[config.mk]
export PLATFORM = sky130hd
export DESIGN_NAME = plbe_ctl
export DESIGN_NICKNAME = d
export VERILOG_FILES = /design/src/rtl/plbe_pkg.sv /design/src/rtl/plbe_ctl.sv
export SDC_FILE = /design/constraint.sdc
export NUM_CORES = 1
export LEC_CHECK = 0
export BUFFER_PORTS_ARGS = -buffer_cell sky130_fd_sc_hd__buf_2
export CAP_MARGIN = 20
export CORE_ASPECT_RATIO = 0.8
export CORE_MARGIN = 5
export CORE_UTILIZATION = 28
export DETAILED_ROUTE_END_ITERATION = 10
export PLACE_DENSITY_LB_ADDON = 0.05
export SYNTH_ARGS = -nofsm -noshare
export SYNTH_HDL_FRONTEND = slang
export SYNTH_SLANG_ARGS = --single-unit
[constraint.sdc]
create_clock -name clk_i -period 3.7 [get_ports clk_i]
set_input_delay 0.185 -clock clk_i [delete_from_list [all_inputs] [get_ports clk_i]]
set_output_delay 0.185 -clock clk_i [all_outputs]
set_load 0.05 [all_outputs]
[src/rtl/plbe_pkg.sv]
// Shared types, codes and character constants of the proof line byte encoder.
package plbe_pkg;

  localparam int unsigned NumW     = 64;
  localparam int unsigned RemW     = 16;
  localparam int unsigned DivCntW  = 7;
  localparam int unsigned Digits   = 20;
  localparam int unsigned BcdW     = Digits * 4;
  localparam int unsigned DigW     = 5;

  localparam logic [2:0] FuncAdd    = 3'd0;
  localparam logic [2:0] FuncDelete = 3'd1;
  localparam logic [2:0] FuncImport = 3'd2;
  localparam logic [2:0] FuncLit    = 3'd3;
  localparam logic [2:0] FuncEnd    = 3'd4;

  localparam logic [2:0] CfgBinary  = 3'd0;
  localparam logic [2:0] CfgIdMode  = 3'd1;
  localparam logic [2:0] CfgCount   = 3'd2;
  localparam logic [2:0] CfgIndex   = 3'd3;
  localparam logic [2:0] CfgOrig    = 3'd4;

  localparam logic [7:0] ChA     = 8'h61;
  localparam logic [7:0] ChD     = 8'h64;
  localparam logic [7:0] ChI     = 8'h69;
  localparam logic [7:0] ChZero  = 8'h30;
  localparam logic [7:0] ChNl    = 8'h0a;
  localparam logic [7:0] ChMinus = 8'h2d;
  localparam logic [7:0] ChSpace = 8'h20;
  localparam logic [7:0] ChNul   = 8'h00;
  localparam logic [7:0] VarMore = 8'h80;

  typedef enum logic [3:0] {
    ST_IDLE, ST_SEED, ST_PLAN, ST_ID_PREP, ST_ID_WAIT,
    ST_CONV, ST_PRE, ST_BODY, ST_SUF
  } state_e;

  typedef enum logic [1:0] { BODY_NONE, BODY_VAR, BODY_DEC } body_e;

  typedef enum logic [1:0] { PH_PRE, PH_BODY, PH_SUF } phase_e;

  typedef struct packed {
    logic   load_plan;
    logic   seed_start;
    logic   seed_fin;
    logic   id_prep;
    logic   id_fin;
    logic   conv_load;
    logic   conv_step;
    logic   emit;
    logic   adv;
    phase_e phase;
  } cmd_t;

  typedef struct packed {
    logic  plan_empty;
    logic  need_id;
    body_e body;
    logic  div_done;
    logic  conv_done;
    logic  cur_empty;
    logic  cur_skip;
    logic  cur_final;
    logic  cur_last;
    logic  out_free;
  } sts_t;

endpackage

[src/rtl/plbe_ctl.sv]
// Controller: sequences seeding, id update, decimal conversion and byte emission.
module plbe_ctl (
  input  logic            clk_i,
  input  logic            rst_ni,
  input  logic            in_valid_i,
  output logic            in_stall_o,
  input  logic            seed_req_i,
  input  plbe_pkg::sts_t  sts_i,
  output plbe_pkg::cmd_t  cmd_o
);

  plbe_pkg::state_e state_q, state_d;
  logic             idle;
  logic             send;

  assign idle = (state_q == plbe_pkg::ST_IDLE);
  assign send = !sts_i.cur_empty && !sts_i.cur_skip && sts_i.out_free;

  // next state
  always_comb begin
    state_d = state_q;
    case (state_q)
      plbe_pkg::ST_IDLE: begin
        if (seed_req_i) begin
          state_d = plbe_pkg::ST_SEED;
        end else if (in_valid_i) begin
          state_d = plbe_pkg::ST_PLAN;
        end
      end
      plbe_pkg::ST_SEED: begin
        if (sts_i.div_done) state_d = plbe_pkg::ST_IDLE;
      end
      plbe_pkg::ST_PLAN: begin
        if (sts_i.plan_empty) begin
          state_d = plbe_pkg::ST_IDLE;
        end else if (sts_i.need_id) begin
          state_d = plbe_pkg::ST_ID_PREP;
        end else if (sts_i.body == plbe_pkg::BODY_DEC) begin
          state_d = plbe_pkg::ST_CONV;
        end else begin
          state_d = plbe_pkg::ST_PRE;
        end
      end
      plbe_pkg::ST_ID_PREP: state_d = plbe_pkg::ST_ID_WAIT;
      plbe_pkg::ST_ID_WAIT: begin
        if (sts_i.div_done) begin
          state_d = (sts_i.body == plbe_pkg::BODY_DEC) ? plbe_pkg::ST_CONV : plbe_pkg::ST_PRE;
        end
      end
      plbe_pkg::ST_CONV: begin
        if (sts_i.conv_done) state_d = plbe_pkg::ST_PRE;
      end
      plbe_pkg::ST_PRE, plbe_pkg::ST_BODY, plbe_pkg::ST_SUF: begin
        if (send && sts_i.cur_last) begin
          state_d = plbe_pkg::ST_IDLE;
        end else if (sts_i.cur_empty || (send && sts_i.cur_final)) begin
          case (state_q)
            plbe_pkg::ST_PRE:  state_d = plbe_pkg::ST_BODY;
            plbe_pkg::ST_BODY: state_d = plbe_pkg::ST_SUF;
            default:           state_d = plbe_pkg::ST_IDLE;
          endcase
        end
      end
      default: state_d = plbe_pkg::ST_IDLE;
    endcase
  end

  // outputs
  always_comb begin
    cmd_o            = '0;
    cmd_o.phase      = plbe_pkg::PH_PRE;
    in_stall_o       = !idle || seed_req_i;
    cmd_o.seed_start = idle && seed_req_i;
    cmd_o.load_plan  = idle && !seed_req_i && in_valid_i;
    case (state_q)
      plbe_pkg::ST_SEED:    cmd_o.seed_fin = sts_i.div_done;
      plbe_pkg::ST_PLAN: begin
        cmd_o.conv_load = !sts_i.plan_empty && !sts_i.need_id &&
                          (sts_i.body == plbe_pkg::BODY_DEC);
      end
      plbe_pkg::ST_ID_PREP: cmd_o.id_prep = 1'b1;
      plbe_pkg::ST_ID_WAIT: begin
        cmd_o.id_fin    = sts_i.div_done;
        cmd_o.conv_load = sts_i.div_done && (sts_i.body == plbe_pkg::BODY_DEC);
      end
      plbe_pkg::ST_CONV:    cmd_o.conv_step = !sts_i.conv_done;
      plbe_pkg::ST_PRE, plbe_pkg::ST_BODY, plbe_pkg::ST_SUF: begin
        case (state_q)
          plbe_pkg::ST_BODY: cmd_o.phase = plbe_pkg::PH_BODY;
          plbe_pkg::ST_SUF:  cmd_o.phase = plbe_pkg::PH_SUF;
          default:           cmd_o.phase = plbe_pkg::PH_PRE;
        endcase
        cmd_o.emit = send;
        cmd_o.adv  = send || (!sts_i.cur_empty && sts_i.cur_skip);
      end
      default: ;
    endcase
  end

  always_ff @(posedge clk_i or negedge rst_ni) begin
    if (!rst_ni) begin
      state_q <= plbe_pkg::ST_IDLE;
    end else begin
      state_q <= state_d;
    end
  end

endmodule

# Word-level counts from Yosys, hierarchy flattened
# Cells that the tools add are included.
[totals]
reg_bits = 4
input_bits = 15
out_inout_bits = 12
elab_cells = 58
[classes]
eq_ne = 14
muxes = 19
reduce_logical = 24
[ops]
columns = ["op", "n"]
rows = [
  ["$mux 4", 8],
  ["$pmux 4 s7", 1],
  ["$eq 4x3->1 const B", 4],
  ["$logic_and 1x1->1", 11],
  ["$eq 4x2->1 const B", 2],
  ["$pmux 4 s2", 1],
  ["$logic_not 1->1", 7],
  ["$mux 3", 2],
  ["$ne 2x2->1 const B", 3],
  ["$ne 3x3->1 const B", 2],
  ["$reduce_and 5->1", 1],
  ["$eq 4x1->1 const B", 1],
  ["$eq 4x4->1 const B", 1],
  ["$logic_not 4->1", 1],
  ["$mux 1", 4],
  ["$pmux 2 s2", 1],
  ["$logic_or 1x1->1", 3],
  ["$reduce_or 3->1", 1],
  ["$eq 2x2->1 const B", 1],
  ["$mux 2", 1],
  ["$pmux 1 s2", 1],
]

# Depth between registers and ports, before layout
# Gate-level depths: netlist (run 1).
[logic_depth]
word_depth = 8
mapped_depth = 6
mapped_depth_nobuf = 4

# Worst setup path before layout (run 1)
# Ideal clock, no wire load.
[synth_timing]
path_kind = "register to output"
startpoint = "register state_q[1]"
endpoint = "output port cmd_o[5] (netlist bit)"
t_arrival_ns = 2.878
required_time_ns = 3.515
slack_ns = 0.637
stages_incl_launch_ff = 5
path_buffers = 2
path_cell_list = "dfrtp_1 buf_2 buf_2 nor4_1 o21a_1"
[synth_rtl]
columns = ["item", "line", "source"]
rows = [
  ["from (decl)", "plbe_ctl.sv:12", "plbe_pkg::state_e state_q, state_d;"],
  ["from (signal assigned)", "plbe_ctl.sv:102", "state_q <= plbe_pkg::ST_IDLE;"],
  ["from (signal assigned)", "plbe_ctl.sv:104", "state_q <= state_d;"],
  ["to (decl)", "plbe_ctl.sv:9", "output plbe_pkg::cmd_t cmd_o"],
]

==> impl_results.md, run 1 <==
- Cell internal pwr: ~260 uW
- Gr ovfl total: 0
- Min Tclk post-route: 2.167 ns
- Io pins: 27
- Area of the multi-input gates: roughly 430 um^2
- Cell Area, Synth: 581.8 um^2
- Status: finished clean
- Combinational power share: ~66%
- Die Span Y: approximately 51 um
- DRT Wirelength: approximately 1500 um
- CP max stage delay: between 0.5 and 0.6 ns
- Number of global-route vias before repair: between 500 and 600
- Sequential area share after synthesis: between 15 and 20%
- Warnings, synthesis: 0
- CTS tree: done
- CP Cell Sequence: or3_1 -> nor4b_1 -> o21a_1 -> buf_2
- Most used flip-flop cell after synthesis: dfrtp_1
- Setup CP Type: register to output port
- Area grow syn2layout: 26.67%
- Chip width: ~61 um
- Max transition margin: between 60% and 70%
- N_diodes: 0
- Pwr/cell area: approximately 770 nW/um^2
- Core area: approximately 1900 um^2
- Leak pwr: 0.3267 nW
- Startpoint types: register
- Max FO, Critical Path: 14
- Number of flops mapped to enable cells by yosys: 0
- Fmax: 461.5 MHz
- Commonest non-fill, non-tap cell in the layout: buf_2
- Post-DR wirelength/cell: around 12 um
- Clock root buffer master: clkbuf_4
- Max FFs per register: 4
- Clock Pin Slew Worst Setup and Hold Paths: 0.04 ns
- Setup Viol. Count Final: 0
- Part of the power in registers: about 25%
- CTS H-Tree Depth: 1
- Die ar.: between 3000 and 4000 um^2
- Peak VDD IR: about 380 uV
- Iter 0 DRT Violations: 14
- Vias/cell: between 5 and 6
- # clock sinks: 4
- Nets: 110
- Most frequent cells in the layout: 26 x buf_2, 9 x nor2_1, 7 x nor3_1
- Tot GR Track Use: approximately 10%
- CTS Hold Bufs: 1
- P_sw: between 300 and 400 uW
- Layout fillers: roughly 220
- Clock Skews: around 0.0034 ns
- Post-CTS Resized: 0
- Setup TNS Final: 0 ns
- Routed vias: approximately 600
- RD Place Congestion: ~0.74
- Register area: between 100 and 150 um^2
- Max_cap viols: 0
- Switch share: 55.15%
- Critical Path AT: approximately 2.0 ns
- Post-Route Utilization: 38.25%
- Yosys cell types: 36
- Crit-path slowest cell: or3_1
- Synth area leaders: dfrtp_1 17%, nor3_1 6.0%, nor2_1 5.8%, mux2_1 5.8%, a2111oi_4 4.7%
- Fraction of layout instances using a drive strength above 1: between 30% and 40%
- Num CTS Buffers: 3
- DRC: 0
- Largest net degree at the start of global routing: 19
- Seq cells post-synth: 4
- Row Count: 14
- Post-CTS Repair Setup Buffers: 0
- Clk buf depth: 2
- Largest registers: state_q x4
- Clock latency on the worst-skew pair: between 0.2 and 0.25 ns
- TritonRoute pass-1 iters: 4
- Post-Syn Area per Cell: ~8.4 um^2
- Critical Path Sink Type: output port
- Reg with most FFs: state_q
- Largest area contributor in the netlist: dfrtp_1
- Initial core utilization: ~30%
- RSZ-0062 raised after global routing: false
- Global-route wire length before repair: roughly 2500 um
- Post-synth top area share: 17.20%
- Cells after Synth: 69
- Initial antenna violation count: 0
- Max Slew Vio Count: 0
- Clock power frac: roughly 9.1%
- Period utilization: between 50% and 60%
- Async S/R FF share, synth: 100.0%
- IO Port Bufs: 26
- DP HPWL: about 1200 um
- Fin. Hold Viols: 0
- Worst path required time: about 3.5 ns
- Worst slew pin tran: between 0.5 and 0.6 ns
- Syn Nets: 84
- HP Class: primary input to async pin
- Antenna-violating nets left: 0
-- final cells by class --
cell class,instances,area share [%]
multi-input combinational,56,58.74
timing repair buffer,27,19.02
clock buffer,3,3.056
sequential,4,13.58
tap,24,4.075
inverter,3,1.528
-- worst paths after layout --
| check | depth (start not counted) | startpoint | slack (ns) | endpoint |
|---|---|---|---|---|
| setup / recovery | 4 | state_q[2]$_DFFE_PN0P_ | 1.53 | cmd_o[5] |
| hold / removal | 2 | rst_ni | 0.28 | state_q[0]$_DFFE_PN0P_ |
| setup reg to reg | 4 | state_q[1]$_DFFE_PN0P_ | 1.71 | state_q[1]$_DFFE_PN0P_ |
| hold reg to reg | 1 | state_q[3]$_DFFE_PN0P_ | 0.81 | state_q[3]$_DFFE_PN0P_ |
| max in group asynchronous | 2 | rst_ni | 3.30 | state_q[2]$_DFFE_PN0P_ |
| min in group clk_i | 3 | in_valid_i | 0.48 | state_q[1]$_DFFE_PN0P_ |
-- power by group through the flow --
stage	Clock [mW]	Sequential, mW	Combinational (mW)
after floorplan	0	0.0780	0.390
after global placement	0	0.146	0.383
after detailed placement	0	0.145	0.379
after CTS	0.0564	0.145	0.380
after global routing	0.0579	0.156	0.408
final	0.0519	0.144	0.375
-- layer usage --
metal | GRT usage, % | wire (um) | up-vias
li1 | - | - | 310
met1 | 14.48 | 691 | 271
met2 | 14.95 | 701 | 7
met3 | 1.282 | 64 | 0
met4 | 4.332 | 0 | 0
met5 | 0 | 0 | -
-- synthesized netlist by cell type (2+ instances only) --
library cell,n
and2_1,2
buf_2,3
dfrtp_1,4
inv_1,3
mux2_1,3
nand2_1,2
nand2b_1,3
nand3b_1,2
nor2_1,9
nor3_1,7
nor3_2,2
nor4_1,2
nor4b_1,2
o21bai_1,2
o41ai_1,2
-- critical path, delay by kind of cell (launching register included) --
family	cells	cell delay, ns
AOI/OAI and AO/OA	1	0.14
buffers and inverters	1	0.25
DFF	1	0.52
and+or+nand+nor	2	0.85
-- cells by family (layout without fill, tap and decap cells) --
logic type	Yosys count	in the layout	synth area share, %
AOI/OAI and AO/OA	13	13	21.72
buffers and inverters	9	33	8.386
DFF	4	4	17.20
muxes	4	4	7.527
and+or+nand+nor	39	39	45.16
-- metrics by stage --
stage | hold WS, ns | total power [mW] | instance area [um^2] | worst slack [ns] | std cells
after floorplan | -0.1106 | 0.4681 | 581.8 | 0.6375 | 69
after global placement | -0.004721 | 0.5285 | 704.4 | 1.737 | 113
after detailed placement | -0.009923 | 0.5237 | 704.4 | 1.672 | 113
after CTS | 0.2711 | 0.5812 | 737.0 | 1.504 | 117
after global routing | 0.3021 | 0.6221 | 737.0 | 1.415 | 117
final | 0.2843 | 0.5706 | 737.0 | 1.533 | 117
Note: power is estimated with default switching activity, not from simulation.
==> run 2: changes to the inputs <==
--- a/config.mk
+++ b/config.mk
@@ -5,6 +5,7 @@
 export SDC_FILE = /design/constraint.sdc
 export NUM_CORES = 1
 export LEC_CHECK = 0
+export ABC_AREA = 1
 export BUFFER_PORTS_ARGS = -buffer_cell sky130_fd_sc_hd__buf_2
 export CAP_MARGIN = 20
 export CORE_ASPECT_RATIO = 0.8
==> constraint.sdc (replaced) <==
create_clock -name clk_i -period 2.2 [get_ports clk_i]
set_input_delay 0.11 -clock clk_i [delete_from_list [all_inputs] [get_ports clk_i]]
set_output_delay 0.11 -clock clk_i [all_outputs]
set_load 0.05 [all_outputs]
==> impl_results.md, run 2 <==
- Status: finished clean
- Max FFs per register: 4 (unchanged)
- Commonest non-fill, non-tap cell in the layout: buf_2
- CTS H-Tree Depth: 1 (unchanged)
- Largest area contributor in the netlist: dfrtp_1
- Number of flops mapped to enable cells by yosys: 0 (unchanged)
- Routed vias: 684 (+16%)
- TritonRoute pass-1 iters: 4 (unchanged)
- Max FO, Critical Path: 6 (-8)
- Period utilization: 78.42%
- Critical Path AT: 1.62 ns (-0.36 ns)
- Area of the multi-input gates: 379.1 um^2 (-12%)
- Vias/cell: 4.530 (-9.9%)
- Tot GR Track Use: 11.43% (+1.3 points)
- Iter 0 DRT Violations: 8 (-6)
- Power, Total: 862.3 uW (+51%)
- Switch share: 60.38% (+5.2 points)
- Yosys cell types: 17 (-53%)
- Worst slew pin tran: 0.3174 ns (-0.2639 ns)
- Sequential area share after synthesis: 17.94% (+0.73 points)
- RD Place Congestion: 0.7810 (+5.4%)
- Pwr/cell area: 1166 nW/um^2 (+51%)
- Post-synth top cells: 25 x nand2_1, 19 x nor2_1, 18 x inv_1
- Layout fillers: 216 (-0.92%)
- Largest net degree at the start of global routing: 9 (-10)
- Register area: 100.1 um^2 (unchanged)
- Syn Nets: 113 (+35%)
- Clk buf depth: 2 (unchanged)
- Leak pwr: 0.4689 nW (+44%)
- Largest registers: state_q x4
- DRC: 0 (unchanged)
- Initial antenna violation count: 0 (unchanged)
- DP HPWL: 1322 um (+12%)
- Peak VDD IR: 395.8 uV (+5.1%)
- Max Slew Vio Count: 0 (unchanged)
- Post-synth top area share: 17.94% (+0.73 points)
- Number of global-route vias before repair: 627 (+11%)
- Row Count: 14 (unchanged)
- Antenna-violating nets left: 0 (unchanged)
- DRT Wirelength: 1520 um (+4.4%)
- Clock latency on the worst-skew pair: 0.25 ns (+0.02 ns)
- Fmax: just under 600 MHz
- Setup TNS Final: 0 ns (unchanged)
- Post-DR wirelength/cell: 10.07 um (-19%)
- Chip width: 59.91 um (-1.7%)
- Initial core utilization: 29.50% (-0.70 points)
- CTS tree: done
- Min Tclk post-route: around 1.7 ns
- Nets: 144 (+31%)
- Most frequent cell after synthesis: nand2_1
- Core area: 1892 um^2 (-1.8%)
- Clock Skews: 0.006045 ns (+0.002690 ns)
- Post-CTS Resized: 0 (unchanged)
- Fraction of layout instances using a drive strength above 1: 33.07% (-6.7 points)
- Startpoint types: register
- Clock power frac: 11.1% (+2.0 points)
- Async S/R FF share, synth: 100.0% (unchanged)
- Cells after Synth: 98 (+42%)
- Most frequent cells in the layout: 26 x buf_2, 25 x nand2_1, 19 x nor2_1
- Post-Layout Cell Count: 151 (+29%)
- Post-Route Utilization: 39.09% (+0.84 points)
- Part of the power in registers: 18.4% (-6.9 points)
- Clock root buffer master: clkbuf_4
- Max_cap viols: 0 (unchanged)
- RSZ-0062 raised after global routing: false
- Num CTS Buffers: 3 (unchanged)
- Most used flip-flop cell after synthesis: dfrtp_1
- Clock Pin Slew Worst Setup and Hold Paths: 0.04 ns (about the same)
- Post-Syn Area per Cell: 5.694 um^2 (-32%)
- Reg with most FFs: state_q
- # clock sinks: 4 (unchanged)
- Synth area leaders: dfrtp_1 18%, nand2_1 17%, nor2_1 13%, inv_1 12%, nand3_1 11%
- HP Class: primary input to async pin
- Combinational power share: 70.4% (+4.8 points)
- Seq cells post-synth: 4 (unchanged)
- Setup Viol. Count Final: 0 (unchanged)
- Gr ovfl total: 0 (unchanged)
- Worst path required time: 2.09 ns (-1.42 ns)
- P_sw: 520.6 uW (+65%)
- N_diodes: 0 (unchanged)
- Io pins: 27 (unchanged)
- Max transition margin: 78.84% (+18 points)
- Die Span Y: 49.93 um (-1.7%)
- IO Port Bufs: 26 (unchanged)
- Placed cell count: 147 (+30%)
- Global-route wire length before repair: 2628 um (+7.0%)
- Cell internal pwr: 341.6 uW (+33%)
- Die ar.: 2991 um^2 (-3.4%)
- Cell Area, Synth: 558.0 um^2 (-4.1%)
- Area grow syn2layout: 32.51%
- Setup CP Type: register to output port
- Fin. Hold Viols: 0 (unchanged)
- Warnings, synthesis: 0 (unchanged)
- Critical Path Sink Type: output port
run 2: cell count changes after synthesis, sizes merged, moves of 3 or more:
cell and delta:
nand2 +24, nand3 +16, inv +15, nand2b -3
buf -4, nor2 +16, mux2 -3, nor4b -3
nor3 -9, o21ai +3
run 2: power groups by stage:
stage	Sequential, mW	Combinational [mW]	Clock [mW]
2_1_floorplan	0.133	0.522	0
3_3_place_gp	0.161	0.618	0
3_5_place_dp	0.159	0.609	0
6_report	0.159	0.607	0.0959
4_1_cts	0.159	0.612	0.0995
5_1_grt	0.167	0.684	0.104
run 2: final timing paths:
| check | endpoint | slack (ns) | from | cells past startpoint |
|---|---|---|---|---|
| min in group clk_i | state_q[2]$_DFFE_PN0P_ | 0.31 | in_valid_i | 5 |
| worst min register to register | state_q[2]$_DFFE_PN0P_ | 0.56 | state_q[2]$_DFFE_PN0P_ | 2 |
| worst max register to register | state_q[1]$_DFFE_PN0P_ | 0.82 | state_q[1]$_DFFE_PN0P_ | 7 |
| worst max-delay path | cmd_o[5] | 0.47 | state_q[3]$_DFFE_PN0P_ | 5 |
| max in group asynchronous | state_q[0]$_DFFE_PN0P_ | 1.89 | rst_ni | 2 |
| worst min-delay path | state_q[1]$_DFFE_PN0P_ | 0.19 | rst_ni | 2 |
run 2: what timing repair did:
action,in CTS,in global routing
buffers inserted,0,0
hold buffers,1,0
endpoints found under the hold margin,4,0
endpoints found under the setup margin,0,0
run 2: critical path: stages (launching register included):
cell and delay, ns:
dfrtp_1 0.45, nor2_2 0.25, nand3_1 0.13, o21ai_0 0.14, and3_1 0.15, buf_2 0.25
run 2: final cells by class:
cell class | instances | share of cell area, %
inverter | 18 | 9.137
timing repair buffer | 27 | 18.95
multi-input combinational | 75 | 51.27
sequential | 4 | 13.54
clock buffer | 3 | 3.046
tap | 24 | 4.061
run 2: per-layer routing:
layer  GRT usage [%]  routed length [um]
met5               0                   0
met4           5.535                  27
met3           2.611                 101
met2           16.37                 671
met1           15.74                 718
run 2: kinds of logic (layout without fill, tap and decap cells):
| group | Yosys count | after routing | synth area share [%] |
|---|---|---|---|
| AND/OR/NAND/NOR | 70 | 70 | 62.33 |
| flip-flops | 4 | 4 | 17.94 |
| buffers and inverters | 19 | 48 | 14.12 |
| AO/OA/AOI/OAI | 5 | 5 | 5.605 |
run 2: stage by stage:
step | hold slack, ns | setup slack, ns | instance area (um^2)
floorplan | -0.1856 | 0.01349 | 558.0
global placement | -0.08027 | 0.6789 | 706.9
detailed placement | -0.08549 | 0.7010 | 706.9
CTS | 0.1909 | 0.4428 | 739.5
global route | 0.2189 | 0.3617 | 739.5
finish | 0.1904 | 0.4748 | 739.5
