--- src/rtl/plbe_pkg.sv ---
// Shared types, codes and character constants of the proof line byte encoder.
package plbe_pkg;

  localparam int unsigned NumW     = 64;
  localparam int unsigned RemW     = 16;
  localparam int unsigned DivCntW  = 7;
  localparam int unsigned Digits   = 20;
  localparam int unsigned BcdW     = Digits * 4;
  localparam int unsigned DigW     = 5;

  localparam logic [2:0] FuncAdd    = 3'd0;
  localparam logic [2:0] FuncDelete = 3'd1;
  localparam logic [2:0] FuncImport = 3'd2;
  localparam logic [2:0] FuncLit    = 3'd3;
  localparam logic [2:0] FuncEnd    = 3'd4;

  localparam logic [2:0] CfgBinary  = 3'd0;
  localparam logic [2:0] CfgIdMode  = 3'd1;
  localparam logic [2:0] CfgCount   = 3'd2;
  localparam logic [2:0] CfgIndex   = 3'd3;
  localparam logic [2:0] CfgOrig    = 3'd4;

  localparam logic [7:0] ChA     = 8'h61;
  localparam logic [7:0] ChD     = 8'h64;
  localparam logic [7:0] ChI     = 8'h69;
  localparam logic [7:0] ChZero  = 8'h30;
  localparam logic [7:0] ChNl    = 8'h0a;
  localparam logic [7:0] ChMinus = 8'h2d;
  localparam logic [7:0] ChSpace = 8'h20;
  localparam logic [7:0] ChNul   = 8'h00;
  localparam logic [7:0] VarMore = 8'h80;

  typedef enum logic [3:0] {
    ST_IDLE, ST_SEED, ST_PLAN, ST_ID_PREP, ST_ID_WAIT,
    ST_CONV, ST_PRE, ST_BODY, ST_SUF
  } state_e;

  typedef enum logic [1:0] { BODY_NONE, BODY_VAR, BODY_DEC } body_e;

  typedef enum logic [1:0] { PH_PRE, PH_BODY, PH_SUF } phase_e;

  typedef struct packed {
    logic   load_plan;
    logic   seed_start;
    logic   seed_fin;
    logic   id_prep;
    logic   id_fin;
    logic   conv_load;
    logic   conv_step;
    logic   emit;
    logic   adv;
    phase_e phase;
  } cmd_t;

  typedef struct packed {
    logic  plan_empty;
    logic  need_id;
    body_e body;
    logic  div_done;
    logic  conv_done;
    logic  cur_empty;
    logic  cur_skip;
    logic  cur_final;
    logic  cur_last;
    logic  out_free;
  } sts_t;

endpackage

--- src/rtl/plbe_mod.sv ---
// Iterative remainder unit: 64-bit dividend mod 16-bit divisor, one bit per cycle.
module plbe_mod (
  input  logic                           clk_i,
  input  logic                           rst_ni,
  input  logic                           start_i,
  input  logic [plbe_pkg::NumW-1:0]      dividend_i,
  input  logic [plbe_pkg::RemW-1:0]      divisor_i,
  output logic                           done_o,
  output logic [plbe_pkg::RemW-1:0]      rem_o
);

  logic                          busy_q, busy_d;
  logic                          done_q, done_d;
  logic [plbe_pkg::DivCntW-1:0]  cnt_q, cnt_d;
  logic [plbe_pkg::NumW-1:0]     dvd_q, dvd_d;
  logic [plbe_pkg::RemW-1:0]     dvs_q, dvs_d;
  logic [plbe_pkg::RemW-1:0]     rem_q, rem_d;
  logic [plbe_pkg::RemW:0]       trial;

  always_comb begin
    busy_d = busy_q;
    done_d = 1'b0;
    cnt_d  = cnt_q;
    dvd_d  = dvd_q;
    dvs_d  = dvs_q;
    rem_d  = rem_q;
    trial  = {rem_q, dvd_q[plbe_pkg::NumW-1]};
    if (start_i) begin
      busy_d = 1'b1;
      cnt_d  = '0;
      dvd_d  = dividend_i;
      dvs_d  = divisor_i;
      rem_d  = '0;
    end else if (busy_q) begin
      if (trial >= {1'b0, dvs_q}) begin
        rem_d = plbe_pkg::RemW'(trial - {1'b0, dvs_q});
      end else begin
        rem_d = trial[plbe_pkg::RemW-1:0];
      end
      dvd_d = {dvd_q[plbe_pkg::NumW-2:0], 1'b0};
      cnt_d = cnt_q + 1'b1;
      if (cnt_q == plbe_pkg::DivCntW'(plbe_pkg::NumW - 1)) begin
        busy_d = 1'b0;
        done_d = 1'b1;
      end
    end
  end

  always_ff @(posedge clk_i or negedge rst_ni) begin
    if (!rst_ni) begin
      busy_q <= 1'b0;
      done_q <= 1'b0;
      cnt_q  <= '0;
    end else begin
      busy_q <= busy_d;
      done_q <= done_d;
      cnt_q  <= cnt_d;
    end
  end

  always_ff @(posedge clk_i) begin
    dvd_q <= dvd_d;
    dvs_q <= dvs_d;
    rem_q <= rem_d;
  end

  assign done_o = done_q;
  assign rem_o  = rem_q;

endmodule

--- src/rtl/plbe_dp.sv ---
// Datapath: config registers, id counter, line plan, decimal and varint cursors, output register.
module plbe_dp (
  input  logic                clk_i,
  input  logic                rst_ni,
  input  logic                cfg_we_i,
  input  logic [2:0]          cfg_index_i,
  input  logic [31:0]         cfg_data_i,
  input  logic [2:0]          func_i,
  input  logic signed [31:0]  literal_i,
  input  logic [62:0]         clause_id_i,
  input  logic [62:0]         highest_import_id_i,
  input  plbe_pkg::cmd_t      cmd_i,
  output plbe_pkg::sts_t      sts_o,
  input  logic                out_stall_i,
  output logic                out_valid_o,
  output logic [7:0]          out_byte_o,
  output logic                last_byte_o
);

  // configuration
  logic        bin_q;
  logic        idm_q;
  logic [15:0] cnt_q;
  logic [15:0] idx_q;
  logic [15:0] m_eff;

  // id counter and seeding
  logic [63:0] last_q, last_d;
  logic [63:0] s_q, s_d;
  logic [63:0] sum_q, sum_d;
  logic [31:0] c_q, c_d;
  logic [15:0] sidx_q, sidx_d;
  logic [15:0] m_q, m_d;
  logic [63:0] o_val;
  logic [63:0] id_val;
  logic [15:0] corr;

  // plan
  logic [7:0]  pre_q [2];
  logic [7:0]  suf_q [2];
  logic [7:0]  pre_d [2];
  logic [7:0]  suf_d [2];
  logic [1:0]  pre_n_q, pre_n_d, suf_n_q, suf_n_d;
  logic [1:0]  pre_i_q, pre_i_d, suf_i_q, suf_i_d;
  plbe_pkg::body_e body_q, body_d;
  logic        need_q, need_d;
  logic [63:0] num_q, num_d;

  // decimal conversion
  logic [plbe_pkg::BcdW-1:0]    bcd_q, bcd_d, bcd_adj;
  logic [plbe_pkg::DivCntW-1:0] conv_q, conv_d;
  logic [plbe_pkg::DigW-1:0]    dig_q, dig_d;
  logic                         started_q, started_d;
  logic [3:0]                   cur_digit;

  // literal
  logic        neg;
  logic [32:0] mag;

  // divider
  logic        div_start;
  logic [63:0] div_dvd;
  logic [15:0] div_dvs;
  logic        div_done;
  logic [15:0] div_rem;

  // output register
  logic        ov_q, ov_d;
  logic [7:0]  ob_q, ob_d;
  logic        ol_q, ol_d;
  logic [7:0]  cur_byte;
  logic        out_free;

  // cursor status
  logic        cur_empty;
  logic        cur_skip;
  logic        cur_final;
  logic        cur_last;

  assign m_eff = (cnt_q == 16'd0) ? 16'd1 : cnt_q;
  assign neg   = literal_i[31];
  assign mag   = neg ? (33'({1'b0, ~literal_i}) + 33'd1) : {1'b0, literal_i};

  always_ff @(posedge clk_i or negedge rst_ni) begin
    if (!rst_ni) begin
      bin_q <= 1'b0;
      idm_q <= 1'b0;
      cnt_q <= 16'd1;
      idx_q <= 16'd0;
    end else if (cfg_we_i) begin
      case (cfg_index_i)
        plbe_pkg::CfgBinary: bin_q <= cfg_data_i[0];
        plbe_pkg::CfgIdMode: idm_q <= cfg_data_i[0];
        plbe_pkg::CfgCount:  cnt_q <= cfg_data_i[15:0];
        plbe_pkg::CfgIndex:  idx_q <= cfg_data_i[15:0];
        default: ;
      endcase
    end
  end

  // divider operand selection
  assign o_val = s_q + 64'd1 - last_q;
  always_comb begin
    div_start = cmd_i.seed_start | cmd_i.id_prep;
    div_dvd   = cmd_i.seed_start ? {32'd0, cfg_data_i} : o_val;
    div_dvs   = m_eff;
  end

  plbe_mod u_mod (
    .clk_i      (clk_i),
    .rst_ni     (rst_ni),
    .start_i    (div_start),
    .dividend_i (div_dvd),
    .divisor_i  (div_dvs),
    .done_o     (div_done),
    .rem_o      (div_rem)
  );

  assign corr   = (div_rem == 16'd0) ? 16'd0 : (m_q - div_rem);
  assign id_val = sum_q + {48'd0, corr};

  // decimal digit adjust (independent per digit)
  always_comb begin
    for (int i = 0; i < plbe_pkg::Digits; i++) begin
      if (bcd_q[i*4 +: 4] >= 4'd5) begin
        bcd_adj[i*4 +: 4] = bcd_q[i*4 +: 4] + 4'd3;
      end else begin
        bcd_adj[i*4 +: 4] = bcd_q[i*4 +: 4];
      end
    end
  end

  assign cur_digit = bcd_q[dig_q*4 +: 4];

  always_comb begin
    last_d    = last_q;
    s_d       = s_q;
    sum_d     = sum_q;
    c_d       = c_q;
    sidx_d    = sidx_q;
    m_d       = m_q;
    pre_d     = pre_q;
    suf_d     = suf_q;
    pre_n_d   = pre_n_q;
    suf_n_d   = suf_n_q;
    pre_i_d   = pre_i_q;
    suf_i_d   = suf_i_q;
    body_d    = body_q;
    need_d    = need_q;
    num_d     = num_q;
    bcd_d     = bcd_q;
    conv_d    = conv_q;
    dig_d     = dig_q;
    started_d = started_q;

    if (cmd_i.seed_start) begin
      c_d    = cfg_data_i;
      sidx_d = idx_q;
      m_d    = m_eff;
    end
    if (cmd_i.seed_fin) begin
      last_d = {32'd0, c_q} - {48'd0, div_rem} + {48'd0, sidx_q};
    end

    if (cmd_i.load_plan) begin
      s_d     = ({1'b0, highest_import_id_i} > last_q) ? {1'b0, highest_import_id_i} : last_q;
      pre_n_d = 2'd0;
      suf_n_d = 2'd0;
      pre_i_d = 2'd0;
      suf_i_d = 2'd0;
      body_d  = plbe_pkg::BODY_NONE;
      need_d  = 1'b0;
      pre_d[0] = plbe_pkg::ChSpace;
      pre_d[1] = plbe_pkg::ChSpace;
      suf_d[0] = plbe_pkg::ChSpace;
      suf_d[1] = plbe_pkg::ChSpace;
      case (func_i)
        plbe_pkg::FuncAdd: begin
          if (idm_q) begin
            need_d   = 1'b1;
            pre_d[0] = plbe_pkg::ChA;
            if (bin_q) begin
              pre_n_d = 2'd1;
              body_d  = plbe_pkg::BODY_VAR;
            end else begin
              pre_n_d = 2'd2;
              body_d  = plbe_pkg::BODY_DEC;
              suf_n_d = 2'd1;
            end
          end else if (bin_q) begin
            pre_d[0] = plbe_pkg::ChA;
            pre_n_d  = 2'd1;
          end
        end
        plbe_pkg::FuncDelete: begin
          pre_d[0] = plbe_pkg::ChD;
          pre_n_d  = bin_q ? 2'd1 : 2'd2;
        end
        plbe_pkg::FuncImport: begin
          pre_d[0] = plbe_pkg::ChI;
          if (bin_q) begin
            pre_n_d = 2'd1;
            body_d  = plbe_pkg::BODY_VAR;
            num_d   = {clause_id_i, 1'b0};
          end else begin
            pre_n_d = 2'd2;
            body_d  = plbe_pkg::BODY_DEC;
            num_d   = {1'b0, clause_id_i};
            suf_n_d = 2'd2;
          end
        end
        plbe_pkg::FuncLit: begin
          if (literal_i != 32'sd0) begin
            if (bin_q) begin
              body_d = plbe_pkg::BODY_VAR;
              num_d  = {30'd0, mag, neg};
            end else begin
              pre_d[0] = plbe_pkg::ChMinus;
              pre_n_d  = neg ? 2'd1 : 2'd0;
              body_d   = plbe_pkg::BODY_DEC;
              num_d    = {31'd0, mag};
              suf_n_d  = 2'd1;
            end
          end
        end
        plbe_pkg::FuncEnd: begin
          if (bin_q) begin
            pre_d[0] = plbe_pkg::ChNul;
            pre_n_d  = 2'd1;
          end else begin
            pre_d[0] = plbe_pkg::ChZero;
            pre_d[1] = plbe_pkg::ChNl;
            pre_n_d  = 2'd2;
          end
        end
        default: ;
      endcase
    end

    if (cmd_i.id_prep) begin
      sum_d = s_q + 64'd1;
      m_d   = m_eff;
    end
    if (cmd_i.id_fin) begin
      last_d = id_val;
      num_d  = bin_q ? {id_val[62:0], 1'b0} : id_val;
    end

    if (cmd_i.conv_load) begin
      bcd_d     = '0;
      conv_d    = '0;
      dig_d     = plbe_pkg::DigW'(plbe_pkg::Digits - 1);
      started_d = 1'b0;
    end
    if (cmd_i.conv_step) begin
      bcd_d  = {bcd_adj[plbe_pkg::BcdW-2:0], num_q[63]};
      num_d  = {num_q[62:0], 1'b0};
      conv_d = conv_q + 1'b1;
    end

    if (cmd_i.adv) begin
      case (cmd_i.phase)
        plbe_pkg::PH_PRE: pre_i_d = pre_i_q + 2'd1;
        plbe_pkg::PH_SUF: suf_i_d = suf_i_q + 2'd1;
        plbe_pkg::PH_BODY: begin
          if (body_q == plbe_pkg::BODY_VAR) begin
            num_d = {7'd0, num_q[63:7]};
          end else begin
            dig_d = dig_q - 1'b1;
            if (cmd_i.emit) begin
              started_d = 1'b1;
            end
          end
        end
        default: ;
      endcase
    end
  end

  // current byte and its position in the item
  always_comb begin
    cur_byte  = plbe_pkg::ChNul;
    cur_empty = 1'b0;
    cur_skip  = 1'b0;
    cur_final = 1'b0;
    cur_last  = 1'b0;
    case (cmd_i.phase)
      plbe_pkg::PH_PRE: begin
        cur_byte  = pre_q[pre_i_q[0]];
        cur_empty = (pre_i_q == pre_n_q);
        cur_final = (pre_i_q == pre_n_q - 2'd1);
        cur_last  = cur_final && (body_q == plbe_pkg::BODY_NONE) && (suf_n_q == 2'd0);
      end
      plbe_pkg::PH_BODY: begin
        case (body_q)
          plbe_pkg::BODY_VAR: begin
            cur_final = (num_q[63:7] == 57'd0);
            cur_byte  = {1'b0, num_q[6:0]} | (cur_final ? 8'h00 : plbe_pkg::VarMore);
          end
          plbe_pkg::BODY_DEC: begin
            cur_final = (dig_q == '0);
            cur_skip  = !started_q && (cur_digit == 4'd0) && (dig_q != '0);
            cur_byte  = plbe_pkg::ChZero + {4'd0, cur_digit};
          end
          default: cur_empty = 1'b1;
        endcase
        cur_last = cur_final && (suf_n_q == 2'd0);
      end
      plbe_pkg::PH_SUF: begin
        cur_byte  = suf_q[suf_i_q[0]];
        cur_empty = (suf_i_q == suf_n_q);
        cur_final = (suf_i_q == suf_n_q - 2'd1);
        cur_last  = cur_final;
      end
      default: cur_empty = 1'b1;
    endcase
  end

  assign out_free = !ov_q || !out_stall_i;

  always_comb begin
    ov_d = ov_q;
    ob_d = ob_q;
    ol_d = ol_q;
    if (cmd_i.emit) begin
      ov_d = 1'b1;
      ob_d = cur_byte;
      ol_d = cur_last;
    end else if (!out_stall_i) begin
      ov_d = 1'b0;
    end
  end

  assign sts_o.plan_empty = (pre_n_q == 2'd0) && (body_q == plbe_pkg::BODY_NONE) &&
                            (suf_n_q == 2'd0);
  assign sts_o.need_id    = need_q;
  assign sts_o.body       = body_q;
  assign sts_o.div_done   = div_done;
  assign sts_o.conv_done  = (conv_q == plbe_pkg::DivCntW'(plbe_pkg::NumW));
  assign sts_o.cur_empty  = cur_empty;
  assign sts_o.cur_skip   = cur_skip;
  assign sts_o.cur_final  = cur_final;
  assign sts_o.cur_last   = cur_last;
  assign sts_o.out_free   = out_free;

  always_ff @(posedge clk_i or negedge rst_ni) begin
    if (!rst_ni) begin
      last_q    <= '0;
      ov_q      <= 1'b0;
      pre_n_q   <= 2'd0;
      suf_n_q   <= 2'd0;
      pre_i_q   <= 2'd0;
      suf_i_q   <= 2'd0;
      body_q    <= plbe_pkg::BODY_NONE;
      need_q    <= 1'b0;
      conv_q    <= '0;
      dig_q     <= '0;
      started_q <= 1'b0;
    end else begin
      last_q    <= last_d;
      ov_q      <= ov_d;
      pre_n_q   <= pre_n_d;
      suf_n_q   <= suf_n_d;
      pre_i_q   <= pre_i_d;
      suf_i_q   <= suf_i_d;
      body_q    <= body_d;
      need_q    <= need_d;
      conv_q    <= conv_d;
      dig_q     <= dig_d;
      started_q <= started_d;
    end
  end

  always_ff @(posedge clk_i) begin
    s_q    <= s_d;
    sum_q  <= sum_d;
    c_q    <= c_d;
    sidx_q <= sidx_d;
    m_q    <= m_d;
    pre_q  <= pre_d;
    suf_q  <= suf_d;
    num_q  <= num_d;
    bcd_q  <= bcd_d;
    ob_q   <= ob_d;
    ol_q   <= ol_d;
  end

  assign out_valid_o = ov_q;
  assign out_byte_o  = ob_q;
  assign last_byte_o = ol_q;

endmodule

--- config.mk ---
export PLATFORM = sky130hd
export DESIGN_NAME = plbe_dp
export DESIGN_NICKNAME = d
export VERILOG_FILES = /design/src/rtl/plbe_pkg.sv /design/src/rtl/plbe_mod.sv /design/src/rtl/plbe_dp.sv
export SDC_FILE = /design/constraint.sdc
export NUM_CORES = 2
export LEC_CHECK = 0
export BUFFER_PORTS_ARGS = -buffer_cell sky130_fd_sc_hd__buf_2
export CORE_MARGIN = 2
export CORE_UTILIZATION = 25
export CTS_BUF_LIST = sky130_fd_sc_hd__clkbuf_8
export DETAILED_ROUTE_END_ITERATION = 8
export HOLD_SLACK_MARGIN = 0.1
export SYNTH_ARGS = -nofsm -noshare
export SYNTH_HDL_FRONTEND = slang
export SYNTH_SLANG_ARGS = --single-unit
--- constraint.sdc ---
create_clock -name clk_i -period 12.09 [get_ports clk_i]
set_input_delay 0 -clock clk_i [delete_from_list [all_inputs] [get_ports clk_i]]
set_output_delay 0 -clock clk_i [all_outputs]
set_load 0.005 [all_outputs]
**Word level (Yosys, flattened, before mapping)**

Cells that the tools add are included.

- Add/subtract/negate cells: 36
- Multiply operators: 0
- Divide/modulo/power cells: 0
- Order comparisons: 24
- Eq/ne operators: 18
- Shift-type cells: 1
- Muxes and demuxes: 112
- Bitwise logic cells: 5
- Reductions and logical operators: 34

Operators by type and width:

| cell | count |
|---|---|
| $mux 64 | 14 |
| $mux 80 | 2 |
| $pmux 64 s2 | 1 |
| $mux 4 | 21 |
| $ge 4x3->1 const B | 20 |
| $mux 16 | 5 |
| $shiftx 80x8->4 | 1 |
| $add 4x2->4 const B | 19 |
| $add 64x1->64 const B | 1 |
| $add 64x16->64 | 1 |
| $gt 63x64->1 | 1 |
| $sub 64x64->64 | 1 |
| $mux 63 | 1 |
| $logic_not 57->1 | 1 |
| $mux 8 | 6 |
| $mux 7 | 6 |
| $pmux 8 s5 | 1 |
| $add 33x17->34 | 1 |
| $mux 34 | 1 |
| $add 32x1->33 const B | 1 |
| $mux 33 | 1 |
| $sub 32x16->33 | 1 |
| $logic_not 16->1 | 2 |
| $not 32->32 | 1 |
| 44 further kinds | 120 |

- Bits in registers: 589
- Bits in latches: 0
- Bits in writable memories: 0
- Memory bits (read-only): 0
- Bits of input ports: 211
- Output and inout bits: 21
- Memories kept: 0

**Longest topological paths before layout**

- Depth in word-level cells: 12
- Gate-level depth with buffers: 26
- Mapped depth without buffers: 25

**Hierarchy**

Synthesis repeated with hierarchy kept, for this count alone.

- Cell total of the unflattened synthesis: 4,300
- Area, all modules: 40,478.8 um^2

Modules (own cells, without submodules):

| module | instances | cells each | area each (um^2) | sequential area each (um^2) |
|---|---|---|---|---|
| plbe_dp | 1 | 3,892 | 35,272.6 | 13,038.8 |
| plbe_mod | 1 | 408 | 5,206.2 | 2,947.8 |

**Least setup slack after synthesis**

No wires, ideal clock.

- Path type: reg-to-reg
- Start: register s_q[0]
- End: register u_mod.dvd_q[63] (netlist name), data pin
- Library setup time: 0.273 ns
- Arrival time: 4.596 ns
- Setup slack: 7.221 ns
- Stages on the path, launching flop included: 24
- Buffers on the path: 3
- Cell sequence: edfxtp_1 ha_1 and3_1 and3_1 and2_1 clkbuf_1 nand4_1 nor2_1 and3_1 clkbuf_1 and3_1 clkbuf_1 xor2_1 ha_1 a21o_1 a21o_1 a21o_1 a21o_1 a21o_1 a21o_1 a21oi_1 o21ai_1 a2111oi_0 a211oi_1

- Longest elaborated chain between the ends: 4

Ends and longest elaborated chain:

| what | RTL line | text |
|---|---|---|
| start: declaration | plbe_dp.sv:29 | `logic [63:0] s_q, s_d;` |
| start signal: assignment | plbe_dp.sv:375 | `s_q <= s_d;` |
| $add 64x1->64 | plbe_dp.sv:102 | `assign o_val = s_q + 64'd1 - last_q;` |
| $sub 64x64->64 | plbe_dp.sv:102 |  |
| $mux 64 | plbe_dp.sv:105 | `div_dvd = cmd_i.seed_start ? {32'd0, cfg_data_i} : o_val;` |
| $mux 64 | plbe_mod.sv:28 | `if (start_i) begin` |
| net u_mod.dvd_d, one bit | plbe_mod.sv:15 | `logic [plbe_pkg::NumW-1:0] dvd_q, dvd_d;` |
| end signal: assignment | plbe_mod.sv:62 | `dvd_q <= dvd_d;` |
| end: declaration | plbe_mod.sv:15 |  |

The timed path passes the listed nets, and every way through them passes these cells.
A chain may end at the register's enable or synchronous reset.

**Final worst setup path**

- Start: register u_mod.rem_q (netlist bit u_mod.rem_o[1])
- End: register num_q[54]

- Longest elaborated chain between the ends: 9
- Elaborated cells on any way between the ends: 10
- Those cells by class: add/sub (2); mux (7); reduce/logical (1)

Ends and longest elaborated chain:

| what | RTL line | text |
|---|---|---|
| start: declaration | plbe_mod.sv:17 | `logic [plbe_pkg::RemW-1:0] rem_q, rem_d;` |
| start signal: assignment | plbe_mod.sv:64 | `rem_q <= rem_d;` |
| $sub 16x16->16 or $logic_not 16->1 (tied branches) | plbe_dp.sv:119 | `assign corr = (div_rem == 16'd0) ? 16'd0 : (m_q - div_rem);` |
| $mux 16 * | plbe_dp.sv:119 |  |
| $add 64x16->64 * | plbe_dp.sv:120 | `assign id_val = sum_q + {48'd0, corr};` |
| $mux 64 * | plbe_dp.sv:246 | `num_d = bin_q ? {id_val[62:0], 1'b0} : id_val;` |
| $mux 64 * | plbe_dp.sv:244 | `if (cmd_i.id_fin) begin` |
| $mux 64 * | plbe_dp.sv:255 | `if (cmd_i.conv_step) begin` |
| $mux 64 | plbe_dp.sv:266 | `if (body_q == plbe_pkg::BODY_VAR) begin` |
| $mux 64 | plbe_dp.sv:262 | `case (cmd_i.phase)` |
| $mux 64 * | plbe_dp.sv:261 | `if (cmd_i.adv) begin` |
| net num_d[54] | plbe_dp.sv:47 | `logic [63:0] num_q, num_d;` |
| end signal: assignment | plbe_dp.sv:382 | `num_q <= num_d;` |
| end: declaration | plbe_dp.sv:47 |  |

The timed path passes the listed nets; every way through them passes the cells marked *.

==> flow_summary.ini <==
[status]
status = finished with violations
failed_checks = design-rule violations

[logic_synthesis]
synth_most_common_cell = nand2_1
ys_ff_latch = 565
synth_edf_count = 353
yosys-top-cells-count = nand2_1, a21oi_1, edfxtp_1, nor2_1, o21ai_0
syn-mean-instance-area_um2 = 9.12
syn-num-nets = 4868
synthArstFlopShare = 0.234
yosysWarnings = 0
synth_top_area_share = 0.264
synthCells = 4394
synth_cell_types = 92
synth_area_leader_cell = edfxtp_1
synthTopCellsByArea = edfxtp_1, dfrtp_1, ha_1
ys_seq_area_frac = 0.387
netlist_area_um2 = 40100
yosys_most_used_dff = edfxtp_1

[global_route]
grt_pass1_vias = 34803
gr-total-overflow = 0
grt_max_degree = 89
antenna_found_initial = 34
grt_pass1_wl_um = 216000
grt_usage = 0.170

[cts]
clk_latency_ns = 0.75
post_cts_buffers = 0
postCtsHoldBufs = 267
clockRootBuffer = clkbuf_8
numCtsBuffers = 104
clk_pin_slew_ns = 0.07
ctsHtreeMaxLevel = 3
clock_path_buffers = 3
cts_sinks = 565
post_cts_resized = 0
cts_tree = yes

[worst_setup_path]
required_ns = 12.78
crit_path_cell_trace = inv_1 -> ha_1 -> nor2b_1 -> o21ai_0 -> a21oi_1 -> o21ai_0 -> a21boi_0 -> o21ai_0 -> a21oi_1 -> o211ai_1 -> nor2_1 -> a2111oi_0 -> nor3_1 -> ha_1 -> nand3_1 -> nand2b_1 -> o21a_1 -> nor3_1 -> nand3_1 -> xnor2_1 -> a21oi_1 -> o21ai_0 -> dlygate4sd3_1
crit_arrival_ns = 7.08
worst_setup_path_end_kind = register
cp_max_fo = 14
critPathMostFrequentCell = o21ai_0
cpPeakStageDelay_ns = 0.57
start_kind = register
worstSetupPathType = register to register
slowest_stage = xnor2_1

[floorplan]
initial_core_util = 0.252
core_area_um2 = 159000
pin_count = 232
die_area_um2 = 164000
die_y_um = 404
die_w_um = 404
std_cell_rows = 146

[worst_hold_path]
hp-class = primary input to register

[job]
drv_cap = 0

[power]
power.leakage_uw = 0.0196
switchingPower_uw = 2490
max-vdd-ir-drop_uv = 81.1
power_frac_comb = 0.328
p_total_uw = 6960
p_clk_frac = 0.289
swShare = 0.358
p_seq_frac = 0.383
p_int_uw = 4460
p_per_area_nw_per_um2 = 144

[layout]
fin_util = 0.304
synthToLayoutAreaGrowth_pct = 20.5
drive_above_1_share = 0.123
final_area_um2 = 48300
finalNetCount = 5285

[sta]
setup_slack_ns = 5.70
worstMarginPinSlew_ns = 1.22
final-max-slew-violation-count = 0
finalHoldViolCount = 0
tns_ns = 0
worst_clock_skew_ns = 0.0460
grt_setup_unrepaired = false
fmaxAchievable_mhz = 157
relSlewSlack = 0.184
setup_viol_count_final = 0
final.min_clock_period_ns = 6.39
fin_crit_sh = 0.528

[placement]
hpwlAfterDp_um = 109000
place_area_um2 = 43300
gp_congestion = 0.947
portBuffers = 231
post-place-ws_ns = 6.03

[route]
drt_iter0_drc = 3862
vias_per_cell = 5.21
firstDrtPassIters = 9
vias = 36394
wl_per_cell_um = 20.6
drcViolationCount = 3
routed_wl_um = 144000
drtAntennaViolNets = 0
-- metrics by stage --
step / hold WS, ns / instances
detailed placement: -0.0237 / 6510
finish: 0.140 / 6982
floorplan: -0.296 / 4394
global placement: -0.0209 / 6510
global route: 0.143 / 6979
CTS: 0.100 / 6973
-- worst max-delay path, delay by kind of cell (launching register included) --
kind / cells / cell delay [ns]
compound gates: 11 / 2.67
xor+xnor: 1 / 0.57
fa+ha+maj: 2 / 0.72
buf+inv: 2 / 0.69
flops: 1 / 0.45
simple gates: 7 / 1.22
-- registers in the layout, indices dropped and copies added (netlist names), 8 cells and up --
name,cells
bcd_q,80
c_q,32
cnt_q,16
idx_q,16
last_q,64
m_q,16
num_q,64
out_byte_o,8
pre_q,8
s_q,64
sidx_q,16
sum_q,64
u_mod.dvd_q,64
u_mod.rem_o,16
-- metal layers --
| layer | GRT usage | part of all wire | vias to the layer above |
|---|---|---|---|
| met3 | 0.0266 | 0.077 | 266 |
| met5 | 0 | 0.0012 | - |
| met1 | 0.239 | 0.45 | 17541 |
| met4 | 0.0554 | 0.031 | 24 |
| met2 | 0.266 | 0.44 | 1541 |
| li1 | - | - | 17022 |
-- power by group through the flow --
| stage | Clock (uW) | Sequential [uW] | Combinational (uW) |
|---|---|---|---|
| after CTS | 2050 | 2660 | 2250 |
| after detailed placement | 0 | 2690 | 2150 |
| final | 2010 | 2670 | 2280 |
| after floorplan | 0 | 2580 | 1570 |
| after global routing | 2140 | 2700 | 2510 |
| after global placement | 0 | 2690 | 2130 |
-- cells by family after synthesis --
kind of cell,count (synthesis),share of synthesized area
muxes,197,0.0602
buffers and inverters,457,0.0437
and+or+nand+nor,1364,0.162
xor gates and xnor gates,323,0.0706
AOI/OAI and AO/OA,1225,0.193
DFF,565,0.387
adders and majority gates,263,0.0832
-- area by class of cell --
type	count	area (um2)
Fill cell	16439	110000
Multi-Input combinational cell	3372	22900
Sequential cell	565	15500
Timing Repair Buffer	545	4220
Tap cell	2072	2590
Clock buffer	119	1640
Inverter	223	837
Clock inverter	77	614
Antenna cell	9	22.5
-- cells in the final DEF (no fill, tap or decap), types with 18 or more instances in the layout --
cell	count
mux4_2	25
and3_1	74
nand4_1	48
and2_1	26
a221oi_1	40
xnor2_1	196
nor4_1	52
o211ai_1	23
clkbuf_8	119
buf_4	51
inv_1	245
mux2i_1	71
nand2_1	399
a31oi_1	34
buf_2	226
xor2_1	127
a22oi_1	45
edfxtp_1	353
clkinv_2	21
o21ai_0	282
o21bai_1	29
mux2_2	100
nand2b_1	53
nor2_1	344
a21oi_1	361
o21ai_1	37
dfxtp_1	80
nand3_1	113
nor3_1	113
a211oi_1	63
o21a_1	21
nor2b_1	37
ha_1	257
a21o_1	114
or3_1	37
dfrtp_1	130
dlygate4sd3_1	266
o221ai_1	18
-- final timing paths --
| kind | start | to | slack (ns) | cells past startpoint |
|---|---|---|---|---|
| max in group asynchronous | rst_ni | idx_q[8] | 10.20 | 5 |
| max | u_mod.rem_o[1] | num_q[54] | 5.70 | 23 |
| min | cfg_data_i[15] | c_q[15] | 0.14 | 2 |
| min reg2reg | idx_q[9] | sidx_q[9] | 0.44 | 0 |
| max reg2reg | u_mod.rem_o[1] | num_q[54] | 5.70 | 23 |
| min in group asynchronous | rst_ni | last_q[57] | 0.40 | 4 |
Power figures use the tool's default switching activity.
